### config.mk
export PLATFORM = sky130hd
export DESIGN_NAME = thpc_front
export DESIGN_NICKNAME = d
export VERILOG_FILES = /design/src/thpc_pkg.sv /design/src/thpc_front.sv
export SDC_FILE = /design/constraint.sdc
export NUM_CORES = 2
export LEC_CHECK = 0
export BUFFER_PORTS_ARGS = -buffer_cell sky130_fd_sc_hd__buf_2
export CORE_MARGIN = 1
export CORE_UTILIZATION = 61
export CTS_CLUSTER_DIAMETER = 80
export DETAILED_ROUTE_END_ITERATION = 10
export PLACE_DENSITY = 0.95
export SLEW_MARGIN = 0
export SYNTH_ARGS = -nofsm -noshare
export SYNTH_HDL_FRONTEND = slang
export SYNTH_SLANG_ARGS = --single-unit
### constraint.sdc
create_clock -name clk -period 16.6 [get_ports clk]
set_clock_uncertainty 0.2 [all_clocks]
set_input_delay 3.32 -clock clk [delete_from_list [all_inputs] [get_ports clk]]
set_output_delay 3.32 -clock clk [all_outputs]
set_load 0.05 [all_outputs]
### src/thpc_pkg.sv
package thpc_pkg;

  localparam int unsigned QDEPTH = 8;
  localparam int unsigned QPTR_W = $clog2(QDEPTH);
  localparam int unsigned FRONT_DEPTH = 4;
  localparam int unsigned DIV_W = 32;

  localparam logic [2:0] CFG_TEMP_TRIM = 3'd0;
  localparam logic [2:0] CFG_PRESS_TRIM_A = 3'd1;
  localparam logic [2:0] CFG_PRESS_TRIM_B = 3'd2;
  localparam logic [2:0] CFG_PRESS_HUM_TRIM = 3'd3;
  localparam logic [2:0] CFG_HUM_TRIM = 3'd4;
  localparam logic [2:0] CFG_HUM_ENABLE = 3'd5;

  typedef struct packed {
    logic [31:0] t1, t2, t3;
    logic [31:0] p1, p2, p3, p4, p5, p6, p7, p8, p9;
    logic [31:0] h1, h2, h3, h4, h5, h6;
  } trim_t;

  typedef struct packed {
    logic [31:0] fine;
    logic [15:0] temp;
    logic [19:0] adc_p;
    logic [15:0] adc_h;
  } q_item_t;

  typedef struct packed {
    logic valid;
    q_item_t item;
  } q_port_t;

  typedef struct packed {
    logic [15:0] temp;
    logic [16:0] hum;
    logic invalid;
    logic post_dbl;
  } div_tag_t;

  function automatic logic [31:0] asr(logic [31:0] x, int unsigned n);
    return 32'($signed(x) >>> n);
  endfunction

  function automatic logic [31:0] mul(logic [31:0] a, logic [31:0] b);
    logic [31:0] p;
    p = a * b;
    return p;
  endfunction

  function automatic logic [31:0] sx16(logic [15:0] x);
    return {{16{x[15]}}, x};
  endfunction

  function automatic logic [31:0] sx8(logic [7:0] x);
    return {{24{x[7]}}, x};
  endfunction

endpackage

### src/thpc_front.sv
module thpc_front
  import thpc_pkg::*;
(
  input  logic        clk,
  input  logic        rst,
  input  logic        in_valid,
  input  logic [19:0] raw_t,
  input  logic [19:0] raw_p,
  input  logic [15:0] raw_h,
  input  trim_t       trims,
  output q_port_t     push
);

  logic [2:0]  vld;
  logic [31:0] s0_adc_t;
  logic [19:0] s0_p, s1_p, s2_p;
  logic [15:0] s0_h, s1_h, s2_h;
  logic [31:0] s1_ma, s1_mb, s2_v1, s2_m3;
  logic [31:0] a, b, fine, tt;
  logic [15:0] temp;

  always_ff @(posedge clk) begin
    if (rst) begin
      vld <= '0;
    end else begin
      vld <= {vld[1:0], in_valid};
    end
    s0_adc_t <= {12'd0, raw_t};
    s0_p <= raw_p;
    s0_h <= raw_h;
    s1_ma <= mul(a, trims.t2);
    s1_mb <= mul(b, b);
    s1_p <= s0_p;
    s1_h <= s0_h;
    s2_v1 <= asr(s1_ma, 11);
    s2_m3 <= mul(asr(s1_mb, 12), trims.t3);
    s2_p <= s1_p;
    s2_h <= s1_h;
  end

  always_comb begin
    a = (s0_adc_t >> 3) - (trims.t1 << 1);
    b = (s0_adc_t >> 4) - trims.t1;
    fine = s2_v1 + asr(s2_m3, 14);
    tt = asr(mul(fine, 32'd5) + 32'd128, 8);
    if ($signed(tt) < -32'sd32768) begin
      temp = 16'h8000;
    end else if ($signed(tt) > 32'sd32767) begin
      temp = 16'h7fff;
    end else begin
      temp = tt[15:0];
    end
    push.valid = vld[2];
    push.item.fine = fine;
    push.item.temp = temp;
    push.item.adc_p = s2_p;
    push.item.adc_h = s2_h;
  end

endmodule

==> results.toml <==
[detailed_routing]
drtPass1Iterations = 6
wl_mm = 123.6
drtIter0Drc = 2930
via_per_inst = 5.686
drc = 0
ant_nets = 0
dr_total_vias = 35730
routedWlPerCell_um = 19.67

[logic_synthesis]
syn_inst = 5134
synthFlopType = "dfxtp_1"
synth_edf_count = 0
yosys_register_bits = 208
ys_warn_count = 0
syn-num-nets = 7340
async_flop_share_pct = 0
synth_sequential_area_ratio_pct = 8.616
syn_area_um2 = 48330
avgSynthCellArea_um2 = 9.414
synthDistinctLibCells = 79

[final_layout]
nets = 7428
drive_gt1_share_pct = 7.211
syn_to_final_growth_pct = 6.014
nFillCells = 5325

[sta]
min_period_over_period_pct = 83.93
tns_ps = 0
finalMaxSlewViolations = 0
slew_headroom_pct = 15.42
tightestPinTransition_ps = 1264
finalSetupViolCount = 0
fin_crit_ps = 13930
rsz0062_at_grt = "false"
hold_viol = 0
holdWs_ps = 117.7
fmax_mhz = 71.78

[status]
status = "finished, final reports clean"

[clock_network]
cts.sinks = 208
clock_latency_ps = 570
clockBufferDepth = 3
cts_resized = 0
clkTransAtPathRegs_ps = 70
tritoncts = "built"
ctsHtreeMaxLevel = 1
cts_setup_buffers = 0
clockRootBuffer = "clkbuf_16"
ctsHoldBuffers = 0
cts_buffers = 26

[setup_path]
crit_required_ps = 16850
cp.arrival_ps = 14180
r2r_slack_ps = 5220
r2r-start = "s0_adc_t[6]"
cp_max_fo = 8
crit_slowest_cell = "xor2_1"
worstSetupPathType = "in2reg"
start_kind = "input pin"
rr_endpoint = "s1_ma[31]"
cp-end-kind = "register"
cpPeakStageDelay_ps = 970
ff2ff_path_depth = 38

[hold_path]
hp-start = "s1_ma[27]"
min_path_type = "reg2reg"
min_path_cells = 0
min_to = "s2_v1[16]"

[placed_design]
gp_congestion = 0.9252
io_buffers = 235
hpwlAfterDp_mm = 98.39

[floorplan]
io_pins = 720
core-area_um2 = 77980
fp-row-count = 102
dieWidth_um = 283.5
start_util_pct = 61.98
dieArea_um2 = 80360
die_y_um = 283.5

[global_route]
globalRouteTotalUtil_pct = 31.94
antenna_found_initial = 4
first_global_vias = 41490
overflow = 0
grt_max_degree = 46
grt_pass1_wl_mm = 203.4

[flow_run]
max_cap_violations = 0
[worst max-delay path by stage]
stage | start | to | slack (ps) | cells after the start
floorplan | trims[546] | s1_ma[31] | 3760 | 39
global placement | trims[546] | s1_ma[31] | 2550 | 40
global route | trims[546] | s1_ma[31] | 2300 | 40
finish | trims[546] | s1_ma[31] | 2670 | 40
detailed placement | trims[546] | s1_ma[31] | 2310 | 40
CTS | trims[546] | s1_ma[31] | 2870 | 40
[critical path: cells and delay by family]
family                     cells  cell delay [ps]
and+or+nand+nor                2              700
adders and majority gates      9             4300
buffers and inverters          7              380
xor gates and xnor gates      14             3910
AOI/OAI and AO/OA              8             1540
[layout by cell type, fill, tap and decap left out, drive strengths merged, types with 6 or more instances in the layout]
cell,n
inv,1259
xor2,58
o21bai,12
ha,441
nand3,17
and2,328
clkinv,8
a211oi,7
fa,1130
clkinvlp,6
o21a,29
xnor2,174
o31ai,6
dfxtp,208
buf,275
o21ai,33
nand2b,81
nor2,191
a21o,37
a21oi,64
nor2b,41
a31oi,6
nor3,25
nand2,706
clkbuf,30
[routing by layer]
layer / up-vias / track usage [%] / share of wire, %
li1: 15000 / - / -
met1: 17580 / 35.66 / 33
met2: 2361 / 54.37 / 49
met3: 796 / 7.765 / 11
met4: 2 / 21.19 / 7.4
met5: - / 0 / 0.0065
[cells in the mapped netlist, drive strengths merged, types with 4 or more instances]
library cell  count  area, um^2
or4               4       33.78
xnor3             4       90.09
and3              4       30.03
or2               4       25.02
nor3             25       125.1
buf              16       105.1
xor2             58       530.5
xnor2           174        1592
fa             1130       22620
nand2           706        2653
nor2b            41       264.0
o21bai           12       90.09
o21a             29       219.0
nand3            17       90.09
clkbuf          199       747.0
ha              441        5518
a21o             37       277.8
o21ai            33       176.4
o31ai             6       45.04
a211oi            7       57.55
dfxtp           208        4164
or3               4       25.02
inv            1254        4707
a31oi             6       50.04
nand2b           81       521.8
and2            328        2052
nor2            191       716.9
a21oi            64       324.1
[kinds of logic (layout without fill, tap and decap cells)]
kind of cell,count (synthesis),after routing,synth area share [%]
adders and majority gates,1574,1574,58.28
buffers and inverters,1471,1579,11.52
and+or+nand+nor,1418,1418,13.78
xor gates and xnor gates,236,236,4.577
AOI/OAI and AO/OA,225,225,3.179
DFF,208,208,8.616
muxes,2,2,0.04401
other,0,2,0
[flip-flops by register name (all words and copies together) (netlist names), 17 cells and up]
register	flops
s1_ma	21
s1_p	20
s0_adc_t	17
s2_m3	18
s0_p	20
s2_v1	21
s1_mb	20
s2_p	20
[through the flow]
step / instance area [um^2] / setup slack, ps / std cells / utilization [%]
final: 51240 / 2668 / 6284 / 65.71
after global routing: 51230 / 2299 / 6282 / 65.70
after CTS: 51230 / 2866 / 6282 / 65.70
after detailed placement: 50330 / 2307 / 6234 / 64.54
after global placement: 50330 / 2550 / 6234 / 64.54
after floorplan: 48330 / 3764 / 5134 / -
[final cells by class]
class | instances | area (um^2) | area share (%)
multi-input cells | 3455 | 38670 | 75.47
inverters | 1256 | 4715 | 9.201
flip-flops and latches | 208 | 4164 | 8.127
repair buffers | 275 | 1476 | 2.881
well taps | 1040 | 1301 | 2.540
clock buffers | 30 | 705.7 | 1.377
clock inverters | 18 | 200.2 | 0.3907
diodes | 2 | 5.005 | 0.009768
Power is left out: the tool's default activity adds up to more than one toggle a clock period on the data nets, which glitch-free logic cannot reach.
