==> config.mk <==
export PLATFORM = sky130hd
export DESIGN_NAME = thpc_queue
export DESIGN_NICKNAME = d
export VERILOG_FILES = /design/src/thpc_pkg.sv /design/src/thpc_queue.sv
export SDC_FILE = /design/constraint.sdc
export NUM_CORES = 1
export LEC_CHECK = 0
export ABC_CLOCK_PERIOD_IN_PS = 11600
export CORE_ASPECT_RATIO = 1.2
export CORE_MARGIN = 1
export CORE_UTILIZATION = 55
export DETAILED_ROUTE_END_ITERATION = 10
export DONT_BUFFER_PORTS = 1
export GPL_ROUTABILITY_DRIVEN = 0
export PLACE_DENSITY = 0.73
export SLEW_MARGIN = 15
export SYNTH_ARGS = -nofsm -noshare
export SYNTH_HDL_FRONTEND = slang
export SYNTH_SLANG_ARGS = --single-unit
==> constraint.sdc <==
create_clock -name clk -period 11.6 [get_ports clk]
set_input_delay 2.9 -clock clk [delete_from_list [all_inputs] [get_ports clk]]
set_output_delay 2.9 -clock clk [all_outputs]
set_load 0.02 [all_outputs]
==> src/thpc_pkg.sv <==
package thpc_pkg;

  localparam int unsigned QDEPTH = 8;
  localparam int unsigned QPTR_W = $clog2(QDEPTH);
  localparam int unsigned FRONT_DEPTH = 4;
  localparam int unsigned DIV_W = 32;

  localparam logic [2:0] CFG_TEMP_TRIM = 3'd0;
  localparam logic [2:0] CFG_PRESS_TRIM_A = 3'd1;
  localparam logic [2:0] CFG_PRESS_TRIM_B = 3'd2;
  localparam logic [2:0] CFG_PRESS_HUM_TRIM = 3'd3;
  localparam logic [2:0] CFG_HUM_TRIM = 3'd4;
  localparam logic [2:0] CFG_HUM_ENABLE = 3'd5;

  typedef struct packed {
    logic [31:0] t1, t2, t3;
    logic [31:0] p1, p2, p3, p4, p5, p6, p7, p8, p9;
    logic [31:0] h1, h2, h3, h4, h5, h6;
  } trim_t;

  typedef struct packed {
    logic [31:0] fine;
    logic [15:0] temp;
    logic [19:0] adc_p;
    logic [15:0] adc_h;
  } q_item_t;

  typedef struct packed {
    logic valid;
    q_item_t item;
  } q_port_t;

  typedef struct packed {
    logic [15:0] temp;
    logic [16:0] hum;
    logic invalid;
    logic post_dbl;
  } div_tag_t;

  function automatic logic [31:0] asr(logic [31:0] x, int unsigned n);
    return 32'($signed(x) >>> n);
  endfunction

  function automatic logic [31:0] mul(logic [31:0] a, logic [31:0] b);
    logic [31:0] p;
    p = a * b;
    return p;
  endfunction

  function automatic logic [31:0] sx16(logic [15:0] x);
    return {{16{x[15]}}, x};
  endfunction

  function automatic logic [31:0] sx8(logic [7:0] x);
    return {{24{x[7]}}, x};
  endfunction

endpackage

==> src/thpc_queue.sv <==
module thpc_queue
  import thpc_pkg::*;
(
  input  logic    clk,
  input  logic    rst,
  input  q_port_t push,
  output q_port_t head,
  output logic    nearly_full
);

  q_item_t mem [QDEPTH];
  logic [QPTR_W-1:0] wr_ptr, rd_ptr;
  logic [QPTR_W:0] count;
  logic pop;

  assign pop = (count != '0);
  assign head.valid = pop;
  assign head.item = mem[rd_ptr];
  assign nearly_full = (count >= (QPTR_W+1)'(QDEPTH - FRONT_DEPTH));

  always_ff @(posedge clk) begin
    if (rst) begin
      wr_ptr <= '0;
      rd_ptr <= '0;
      count <= '0;
    end else begin
      if (push.valid) wr_ptr <= wr_ptr + 1'b1;
      if (pop) rd_ptr <= rd_ptr + 1'b1;
      count <= count + (QPTR_W+1)'(push.valid) - (QPTR_W+1)'(pop);
    end
    if (push.valid) mem[wr_ptr] <= push.item;
  end

  a_no_overflow: assert property (@(posedge clk) disable iff (rst)
    !(push.valid && !pop && count == (QPTR_W+1)'(QDEPTH)))
    else $error("queue overflow");

  a_count_step: assert property (@(posedge clk) disable iff (rst)
    (push.valid && !pop) |=> count == $past(count) + 1'b1)
    else $error("queue count mismatch");

  a_drain: assert property (@(posedge clk) disable iff (rst)
    (!push.valid && pop) |=> count == $past(count) - 1'b1)
    else $error("queue drain mismatch");

endmodule

==> results of run 1 <==
==> worst max path at each step <==
stage                     startpoint                   to  slack [ns]  cells past startpoint
after floorplan             push[84]  mem[0][0]$_DFFE_PP_        2.29                      2
after global placement          flop             head[44]        5.56                      3
after detailed placement        flop             head[40]        5.57                      3
after CTS                       flop             head[48]        4.90                      3
after global routing            flop             head[67]        5.36                      3
final                           flop             head[40]        5.54                      3
==> cell usage in the layout, fill, tap and decap left out, types with 2 or more instances in the layout <==
master,Yosys,final
a21oi_1,3,3
buf_4,1,19
bufinv_16,0,6
clkbuf_1,15,14
clkbuf_16,0,73
clkinv_1,0,12
clkinv_2,0,10
clkinvlp_4,0,2
dfxtp_1,13,10
dfxtp_4,0,3
edfxtp_1,672,672
ha_1,7,7
inv_1,10,10
mux2_2,84,84
mux2i_1,2,2
mux4_2,168,168
nand2_1,3,3
nand2b_1,4,4
nor2_1,15,9
nor2_4,0,6
nor3_2,0,2
xor2_1,3,3
==> per-layer routing <==
metal | GRT usage | vias to the layer above
met1 | 0.2598 | 5689
met4 | 0.06708 | 0
met2 | 0.3378 | 319
met3 | 0.05759 | 58
met5 | 0 | -
li1 | - | 4516
==> kinds of logic (layout without fill, tap and decap cells) <==
kind of cell | after synthesis | count (layout)
flops | 685 | 685
mux | 254 | 254
buf+inv | 59 | 149
simple gates | 28 | 28
fa+ha+maj | 8 | 8
compound gates | 5 | 5
xor+xnor | 4 | 4
==> worst min-delay path: cells and delay by family (launching register included) <==
family         cells  cell delay, ns
flip-flops         1            0.31
AO/OA/AOI/OAI      2            0.14
==> power by group <==
part	leakage [nW]	switching (mW)	total (mW)	internal, mW
Clock	1.07	0.854	2.14	1.28
Combinational	1.48	0.624	1.16	0.537
Sequential	6.21	0.0790	2.88	2.80
==> cells in the mapped netlist (2+ instances only) <==
library cell    n
clkbuf_1       15
inv_1          10
xor2_1          3
ha_1            7
dfxtp_1        13
buf_2          11
buf_1           8
edfxtp_1      672
nand2_1         3
nor3_1          2
buf_6          14
mux4_2        168
mux2i_1         2
mux2_2         84
nand2b_1        4
a21oi_1         3
nor2_1         15
==> layout make-up <==
class	instances	area, um^2	share of cell area
Inverter	10	37.54	0.001307
Tap cell	616	770.7	0.02683
Clock inverter	31	301.5	0.01050
Sequential cell	685	20450	0.7119
Multi-Input combinational cell	299	5104	0.1777
Clock buffer	88	1893	0.06590
Timing Repair Buffer	20	170.2	0.005923
==> registers in the layout, indices dropped and copies added (netlist names), named ones only <==
register / cells
mem: 672
count: 4
rd_ptr: 3
wr_ptr: 3
==> stage by stage <==
stage | setup WS [ns] | utilization | total power, mW
floorplan | 2.286 | - | 3.940
global placement | 5.563 | 0.5742 | 4.101
detailed placement | 5.566 | 0.5742 | 4.112
CTS | 4.896 | 0.6217 | 6.249
global route | 5.356 | 0.6223 | 6.401
finish | 5.542 | 0.6223 | 6.175
==> results.md, run 1 <==
* Fmax at 0.1651 GHz
* Layout cells sized above 1 at 0.3327
* Worst slew margin at 0.2508
* Grt ovf at 0
* Met3 wire length at 3458 um
* Layout Nets at 1177
* CTS tree: yes
* Sequential area share after synthesis at 0.7912
* Critical path's top delay family: flip-flops
* DR DRC count at 0
* Min-delay worst type: reg -> reg
* CTS clk-pin slew, worst paths at 0.06 ns
* Share of the synthesized area in the top cell type at 0.7812
* CP max stage cell: dfxtp_4
* Area delta synth->final at 11.21%
* H-Tree Depth at 3
* Antenna violations before repair at 0
* Setup Fix Bufs, Post-CTS at 0
* Core area at 46160 um^2
* Ant. Diodes at 0
* YS warnings at 0
* Setup Viol. Count Final at 0
* RSZ-0062 raised after global routing: false
* DR WL/cell at 26.84 um
* Hold_sp: rd_ptr[2]$_SDFFE_PP0N_
* Port Buffers at 0
* Simple-gate share of the synthesized area at 0.004940
* WL final at 46950 um
* R2R Path Start: wr_ptr[0]$_SDFFE_PP0P_
* Final hold violations at 0
* Cell Chain, Critical Path: buf_4 -> mux4_2 -> mux2_2
* CTS Sinks at 685
* Synthesized area at 25830 um^2
* Clock Skews at 0.01125 ns
* Root buffer cell: clkbuf_16
* Synth Register Bits at 685
* Compound-Gate Fraction of Synth Area at 0.001114
* Design area at 28730 um^2
* Die extent in y at 239.4 um
* Critical path launch point type: flop
* Number of global-route vias before repair at 11175
* Reg-to-reg slack, setup at 8.64 ns
* Max cap viols at 0
* Minimum clock period at 6.058 ns
* ANT nets after route at 0
* Post-CTS resize count at 0
* Status: finished, final reports clean
* All-layer global routing usage at 0.2037
* Peak supply drop at 0.0001545 V
* Fill cells at 2981
* Mux share of post-synthesis cell area at 0.1839
* Largest cells by area after synthesis: edfxtp_1 (78%), mux4_2 (15%), mux2_2 (3.7%), dfxtp_1 (1.0%), buf_6 (0.61%)
* Hold Crit Depth at 2
* 1st-iter DRT viols at 657
* Max clock buf depth at 3
* First-pass DRT Iterations at 4
* Die area at 47840 um^2
* Measured slew at the worst slew-check pin at 1.124 ns
* FFs w/ async S/R, synth at 0
* Largest net degree at the start of global routing at 66
* Final Non-Filler Cells at 1749
* Num CTS Buffers at 66
* Synth Net Count at 1138
* Slew Viols, Final at 0
* Ports at 173
* CP bufs+invs at 1
* Largest stage delay on the critical path at 0.99 ns
* Crit Path Class: reg -> out
* Synth Area in XOR/XNOR at 0.001356
* Number of synthesized flops with an enable pin at 672
* Post-Syn Area per Cell at 24.77 um^2
* Met1 wire length at 18480 um
* Yosys top cell by area: edfxtp_1
* CP Data Arrival Time at 3.16 ns
* Worst-Skew Late Latency at 0.58 ns
* Main combinational cell family by area after synthesis: multiplexers
* Mapped Cells at 1043
* Die span in x at 199.8 um
* Std cell rows at 86
* Pwr per Cell Area at 214.9 nW/um^2
* Reg-to-reg endpoint: mem[1][49]$_DFFE_PP_
* Adder and majority cell fraction of the synthesized area at 0.004165
* Post-CTS Hold Fix Bufs at 0
* Top_reg_cell synth: edfxtp_1
* Effective utilization at floorplan at 0.5596
* Vias per inst at 6.050
* Crit-path max FO at 65
* Dpl hpwl at 24160 um
* Period Utilization, post-route at 0.5223
* Setup TNS at 0 ns
* R2R depth at 3
* Total placed cells including tap cells at 1629
* Distinct cells, synth at 26
* Post-DP Area at 26510 um^2
* CP endpoint kind: output pin
* Required time worst endpoint at 8.70 ns
* Met2 WL at 24210 um
* Fin Hold WS at 0.4928 ns
* LEAKAGE at 8.769 nW
* First-pass GRT wire length at 69430 um
* DR top layer: met4
* Vias at 10582
No activity file was read; power rests on OpenSTA's default activity.
==> run 2, diff against run 1 <==
--- a/config.mk
+++ b/config.mk
@@ -5,14 +5,14 @@
 export SDC_FILE = /design/constraint.sdc
 export NUM_CORES = 1
 export LEC_CHECK = 0
-export ABC_CLOCK_PERIOD_IN_PS = 11600
+export ABC_CLOCK_PERIOD_IN_PS = 5400
 export CORE_ASPECT_RATIO = 1.2
 export CORE_MARGIN = 1
 export CORE_UTILIZATION = 55
 export DETAILED_ROUTE_END_ITERATION = 10
 export DONT_BUFFER_PORTS = 1
 export GPL_ROUTABILITY_DRIVEN = 0
-export PLACE_DENSITY = 0.73
+export PLACE_DENSITY = 0.76
 export SLEW_MARGIN = 15
 export SYNTH_ARGS = -nofsm -noshare
 export SYNTH_HDL_FRONTEND = slang
==> constraint.sdc (replaced) <==
create_clock -name clk -period 5.4 [get_ports clk]
set_input_delay 1.35 -clock clk [delete_from_list [all_inputs] [get_ports clk]]
set_output_delay 1.35 -clock clk [all_outputs]
set_load 0.02 [all_outputs]
==> run 2 against run 1 <==
  * Combinational power increased by 120%
  * Wire length shrank 0.69%
  * Global-route usage is 0.077 points lower
  * Clock-buffer cell count shrank 2
  * Worst setup slack got worse by 4.3 ns
  * Final cell count is 0.29% higher
  * Critical path type unchanged
  * Highest routed layer unchanged
==> results.md, run 2 (synthesis gave the netlist of run 1 again) <==
* Status: finished, final reports clean
* Setup Viol. Count Final at 0 (unchanged)
* Top reg by flops: mem
* Dpl hpwl at 24540 um (+1.6%)
* Ports at 173 (unchanged)
* Grt ovf at 0 (unchanged)
* Post-CTS resize count at 0 (unchanged)
* Max reg flops at 672 (unchanged)
* Period Utilization, post-route at 0.7709
* RSZ-0062 raised after global routing: false
* Fmax at 0.2402 GHz
* CP max stage cell: dfxtp_4
* Root buffer cell: clkbuf_16
* Commonest non-fill, non-tap cell in the layout: edfxtp_1
* Area delta synth->final at 11.40%
* Worst-Skew Late Latency at 0.59 ns (about the same)
* Die area at 47840 um^2 (unchanged)
* Hold_sp: rd_ptr[2]$_SDFFE_PP0N_
* Layout Nets at 1182 (+0.42%)
* LEAKAGE at 8.779 nW (+0.12%)
* H-Tree Depth at 3 (unchanged)
* Antenna violations before repair at 0 (unchanged)
* Peak supply drop at 0.0005065 V (+230%)
* Area of the multi-input gates at 5116 um^2 (+0.25%)
* Die extent in y at 239.4 um (unchanged)
* First-pass DRT Iterations at 5 (+1)
* Clock Skews at 0.009755 ns (-0.001497 ns)
* R2R Path Start: count[2]$_SDFF_PP0_
* First-pass GRT wire length at 69520 um (+0.13%)
* Register area at 20450 um^2 (unchanged)
* Required time worst endpoint at 4.05 ns (-4.65 ns)
* WL final at 46630 um (-0.69%)
* DR DRC count at 0 (unchanged)
* Max clock buf depth at 3 (unchanged)
* Post-layout util at 0.6234 (+0.001057)
* Cell Chain, Critical Path: buf_12 -> mux4_2 -> mux2_2
* ANT nets after route at 0 (unchanged)
* Largest stage delay on the critical path at 0.77 ns (-0.22 ns)
* Layout cells sized above 1 at 0.3409 (+0.008204)
* Slew Viols, Final at 0 (unchanged)
* Die span in x at 199.8 um (unchanged)
* Most frequent cells in the layout: edfxtp_1 (672), mux4_2 (168), mux2_2 (84)
* Effective utilization at floorplan at 0.5596 (unchanged)
* All-layer global routing usage at 0.2029 (-0.0007718)
* CP Data Arrival Time at 2.81 ns (-0.35 ns)
* Core area at 46160 um^2 (unchanged)
* Final hold violations at 0 (unchanged)
* 1st-iter DRT viols at 678 (+3.2%)
* Crit Path Class: reg -> out
* Number of global-route vias before repair at 11452 (+2.5%)
* Min-delay worst type: reg -> reg
* CTS tree: yes
* Total placed cells including tap cells at 1634 (+0.31%)
* Power Total at 13.23 mW (+110%)
* Fill cells at 3017 (+1.2%)
* DR WL/cell at 26.58 um (-0.97%)
* Crit-path max FO at 53 (-18%)
* Worst slew margin at 0.3170 (+0.06617)
* Critical path launch point type: flop
* Max cap viols at 0 (unchanged)
* Num CTS Buffers at 67 (+1.5%)
* Vias per inst at 5.994 (-0.94%)
* Setup Fix Bufs, Post-CTS at 0 (unchanged)
* Ant. Diodes at 0 (unchanged)
* Largest net degree at the start of global routing at 100 (+52%)
* CTS clk-pin slew, worst paths at 0.06 ns (about the same)
* Post-CTS Hold Fix Bufs at 0 (unchanged)
* Port Buffers at 0 (unchanged)
* Regs by FF count: mem: 672 flops, count: 4 flops
* Std cell rows at 86 (unchanged)
* Final Non-Filler Cells at 1754 (+0.29%)
* Vias at 10513 (-0.65%)
* CTS Sinks at 685 (unchanged)
* Minimum clock period at 4.163 ns
* Measured slew at the worst slew-check pin at 1.025 ns (-0.09926 ns)
* CP bufs+invs at 1 (unchanged)
* CP endpoint kind: output pin
* Critical path's top delay family: multiplexers
* Pwr per Cell Area at 459.7 nW/um^2 (+110%)
-- run 2: through the flow --
step / setup WS, ns / area (um^2) / hold WS, ns / TNS (ns)
detailed placement: 1.795 / 26620 / 0.5041 / 0
floorplan: -0.1068 / 25840 / 0.4597 / -44.16
CTS: 1.140 / 28780 / 0.5098 / 0
finish: 1.237 / 28780 / 0.5006 / 0
global route: 1.048 / 28780 / 0.5399 / 0
global placement: 1.820 / 26620 / 0.4528 / 0
-- run 2: worst reg2reg max path, delay by kind of cell, from the launching register on --
kind | cells | cell delay, ns
DFF | 1 | 0.29
xor gates and xnor gates | 1 | 0.15
and+or+nand+nor | 2 | 0.66
adders and majority gates | 4 | 1.08
buffers and inverters | 4 | 0.50
-- run 2: path summary, 6_finish.rpt --
check / endpoint / slack, ns / depth (start not counted)
max: head[68] / 1.24 / 3
min: flop / 0.50 / 2
min reg2reg: flop / 0.50 / 2
max reg2reg: count[2]$_SDFF_PP0_ / 2.60 / 11
-- run 2: power breakdown --
part	switching, mW	total (mW)	internal, mW
Clock	1.87	4.51	2.64
Combinational	1.36	2.54	1.18
Sequential	0.167	6.18	6.01
Total	3.40	13.2	9.83
-- run 2: area by class of cell --
cell class	instances	share of cell area
clock inverter	34	0.008783
multi-input combinational	299	0.1778
inverter	10	0.001304
clock buffer	86	0.06622
tap	616	0.02678
sequential	685	0.7107
timing repair buffer	24	0.008435
-- run 2: routing by layer --
layer	vias up	track usage	share of wire
met3	74	0.05801	0.079
met2	301	0.3313	0.51
met1	5616	0.2588	0.39
li1	4522	-	-
met4	0	0.07726	0.023
met5	-	0	0
==> run 3, diff against run 2 <==
--- a/config.mk
+++ b/config.mk
@@ -5,7 +5,8 @@
 export SDC_FILE = /design/constraint.sdc
 export NUM_CORES = 1
 export LEC_CHECK = 0
-export ABC_CLOCK_PERIOD_IN_PS = 5400
+export ABC_AREA = 1
+export ABC_CLOCK_PERIOD_IN_PS = 3500
 export CORE_ASPECT_RATIO = 1.2
 export CORE_MARGIN = 1
 export CORE_UTILIZATION = 55
==> constraint.sdc (replaced) <==
create_clock -name clk -period 3.5 [get_ports clk]
set_input_delay 0.875 -clock clk [delete_from_list [all_inputs] [get_ports clk]]
set_output_delay 0.875 -clock clk [all_outputs]
set_load 0.02 [all_outputs]
==> run 3 against run 2 <==
  * Sequential power rose by 51%
  * Global-route usage rose by 3.7 points
  * Wire length rose by 39%
  * Combinational power rose to 2.6 times the previous value
  * Largest power group unchanged
  * Sequential cell count did not move
  * Die area rose by 15%
==> results.md, run 3 <==
* Crit-path max FO at 84 (+58%)
* RSZ-0062 raised after global routing: false
* Share of the synthesized area in the top cell type at 0.6796 (-0.1015)
* DR WL/cell at 17.47 um (-34%)
* 1st-iter DRT viols at 1393 (+110%)
* Die extent in y at 256.5 um (+7.1%)
* DR DRC count at 0 (unchanged)
* Grt ovf at 0 (unchanged)
* Compound-Gate Fraction of Synth Area at 0.001517 (+0.0004030)
* Root buffer cell: clkbuf_16
* Post-Syn Area per Cell at 9.940 um^2 (-60%)
* Clock Skews at 0.01467 ns (+0.004915 ns)
* Sequential area share after synthesis at 0.6884 (-0.1028)
* Ports at 173 (unchanged)
* CTS clk-pin slew, worst paths at 0.06 ns (about the same)
* Post-synth top cells: nand2_1 (1103), inv_1 (689), edfxtp_1 (672)
* Slew Viols, Final at 0 (unchanged)
* Dpl hpwl at 34410 um (+40%)
* Core area at 52950 um^2 (+15%)
* Total placed cells including tap cells at 3601 (+120%)
* Max cap viols at 0 (unchanged)
* ANT nets after route at 0 (unchanged)
* Pwr per Cell Area at 692.8 nW/um^2 (+51%)
* Min-delay worst type: in -> reg
* Die area at 54920 um^2 (+15%)
* FFs w/ async S/R, synth at 0 (unchanged)
* CTS tree: yes
* Max reg flops at 672 (unchanged)
* Synth Area in XOR/XNOR at 0.0002950 (-0.001061)
* Effective utilization at floorplan at 0.5607 (+0.001125)
* Most frequent cells in the layout: nand2_1 (1103), inv_1 (688), edfxtp_1 (672)
* Top reg by flops: mem
* Commonest non-fill, non-tap cell in the layout: nand2_1
* Minimum clock period at 3.288 ns
* Setup Fix Bufs, Post-CTS at 0 (unchanged)
* Mux share of post-synthesis cell area at 0 (-0.1839)
* Vias at 19160 (+82%)
* CP endpoint kind: output pin
* Top_reg_cell synth: edfxtp_1
* Synthesized area at 29690 um^2 (+15%)
* R2R depth at 10 (-1)
* Main combinational cell family by area after synthesis: simple AND/OR/NAND/NOR gates
* Peak supply drop at 0.0008711 V (+72%)
* Max clock buf depth at 3 (unchanged)
* Number of global-route vias before repair at 19321 (+69%)
* YS warnings at 0 (unchanged)
* Synth Register Bits at 685 (unchanged)
* Status: finished, final reports clean
* Ant. Diodes at 0 (unchanged)
* Period Utilization, post-route at 0.9395
* Measured slew at the worst slew-check pin at 0.9961 ns (-0.02843 ns)
* Required time worst endpoint at 2.62 ns (-1.43 ns)
* Num CTS Buffers at 66 (-1.5%)
* Critical Path End: head[74]
* Setup Viol. Count Final at 0 (unchanged)
* Critical path launch point type: flop
* LEAKAGE at 14.85 nW (+69%)
* Fmax at 0.3041 GHz
* Reg-to-reg slack, setup at 1.06 ns (-1.54 ns)
* Reg-to-reg endpoint: count[2]$_SDFF_PP0_
* Number of synthesized flops with an enable pin at 672 (unchanged)
* Largest cells by area after synthesis: edfxtp_1 (68%), nand2_1 (14%), inv_1 (8.7%), nand3_1 (5.7%), buf_2 (1.1%)
* Vias per inst at 5.159 (-14%)
* Crit Path Class: reg -> out
* CTS Sinks at 685 (unchanged)
* Post-CTS Hold Fix Bufs at 0 (unchanged)
* CP Data Arrival Time at 2.41 ns (-0.40 ns)
* Worst-Skew Late Latency at 0.59 ns (about the same)
* Synth Net Count at 3082 (+170%)
* Fin Hold WS at 0.3501 ns (-0.1506 ns)
* Antenna violations before repair at 0 (unchanged)
* First-pass DRT Iterations at 6 (+1)
* Largest net degree at the start of global routing at 169 (+69%)
* First-pass GRT wire length at 101700 um (+46%)
* Count leader, synth: nand2_1
* Die span in x at 214.1 um (+7.1%)
* Area delta synth->final at 10.43%
* WL final at 64890 um (+39%)
* Mapped Cells at 2987 (+190%)
* Regs by FF count: mem: 672 flops, count: 4 flops
* Post-CTS resize count at 0 (unchanged)
* Port Buffers at 0 (unchanged)
* Distinct cells, synth at 17 (-35%)
* All-layer global routing usage at 0.2396 (+0.03666)
* Layout Nets at 3059 (+160%)
* Adder and majority cell fraction of the synthesized area at 0.003624 (-0.0005414)
* Simple-gate share of the synthesized area at 0.1994 (+0.1945)
* Yosys top cell by area: edfxtp_1
* Layout cells sized above 1 at 0.04852 (-0.2924)
* Std cell rows at 92 (+7.0%)
* R2R Path Start: count[2]$_SDFF_PP0_
* Final Non-Filler Cells at 3714 (+110%)
* Final hold violations at 0 (unchanged)
* Worst slew margin at 0.3359 (+0.01895)
* H-Tree Depth at 3 (unchanged)
[run 3: changes by cell type after synthesis, moves of 26 or more]
cell | before | now
mux2_2 | 84 | 0
nand2_1 | 3 | 1103
buf_2 | 11 | 64
inv_1 | 10 | 689
nand3_1 | 1 | 339
clkbuf_1 | 15 | 41
mux4_2 | 168 | 0
[run 3: layout make-up]
type	instances	area [um^2]
clock buffer	87	1879
clock inverter	26	207.7
fill	4008	20160
inverter	691	2608
multi-input combinational	1481	6142
sequential	685	20450
tap	705	882.1
timing repair buffer	39	618.1
[run 3: through the flow]
step / setup WS (ns) / total power, mW / area [um^2] / TNS (ns) / utilization
final: 0.2117 / 22.71 / 32790 / 0 / 0.6192
after detailed placement: 0.8316 / 16.01 / 30700 / 0 / 0.5798
after floorplan: -0.3778 / 14.51 / 29730 / -126.94 / -
after CTS: 0.1785 / 22.88 / 32790 / 0 / 0.6192
after global placement: 0.8882 / 15.79 / 30700 / 0 / 0.5798
after global routing: 0.03210 / 23.90 / 32790 / 0 / 0.6192
[run 3: report_power, final]
group	switching (mW)	internal (mW)	leakage [nW]
sequential	0.103	9.25	6.21
combinational	4.89	1.62	7.62
clock	2.85	4.00	1.02
total	7.85	14.9	14.9
[run 3: metal layers]
layer	share of wire	vias up	GRT usage
li1	-	9204	-
met1	0.40	9177	0.2930
met2	0.50	651	0.4068
met3	0.078	128	0.05516
met4	0.027	0	0.1048
met5	0	-	0
[run 3: kinds of logic after synthesis]
kind of cell / Yosys count
compound gates: 9
buf+inv: 821
xor+xnor: 1
fa+ha+maj: 8
flops: 685
simple gates: 1463
[run 3: worst min-delay path by stage]
stage,start,to,slack [ns],depth (start not counted)
detailed placement,wr_ptr[0]$_SDFFE_PP0P_,wr_ptr[0]$_SDFFE_PP0P_,0.49,2
global route,rst,count[2]$_SDFF_PP0_,0.34,1
floorplan,wr_ptr[0]$_SDFFE_PP0P_,wr_ptr[0]$_SDFFE_PP0P_,0.46,2
finish,rst,count[1]$_SDFF_PP0_,0.35,1
global placement,wr_ptr[0]$_SDFFE_PP0P_,wr_ptr[0]$_SDFFE_PP0P_,0.47,2
CTS,rst,wr_ptr[0]$_SDFFE_PP0P_,0.32,1
[run 3: critical path: stages (launching register included)]
cell and delay [ns]:
dfxtp_4 0.40, buf_4 0.70, nand2_1 0.18, nand3_1 0.14
nand2_1 0.07, nand2_1 0.06, nand2_1 0.17
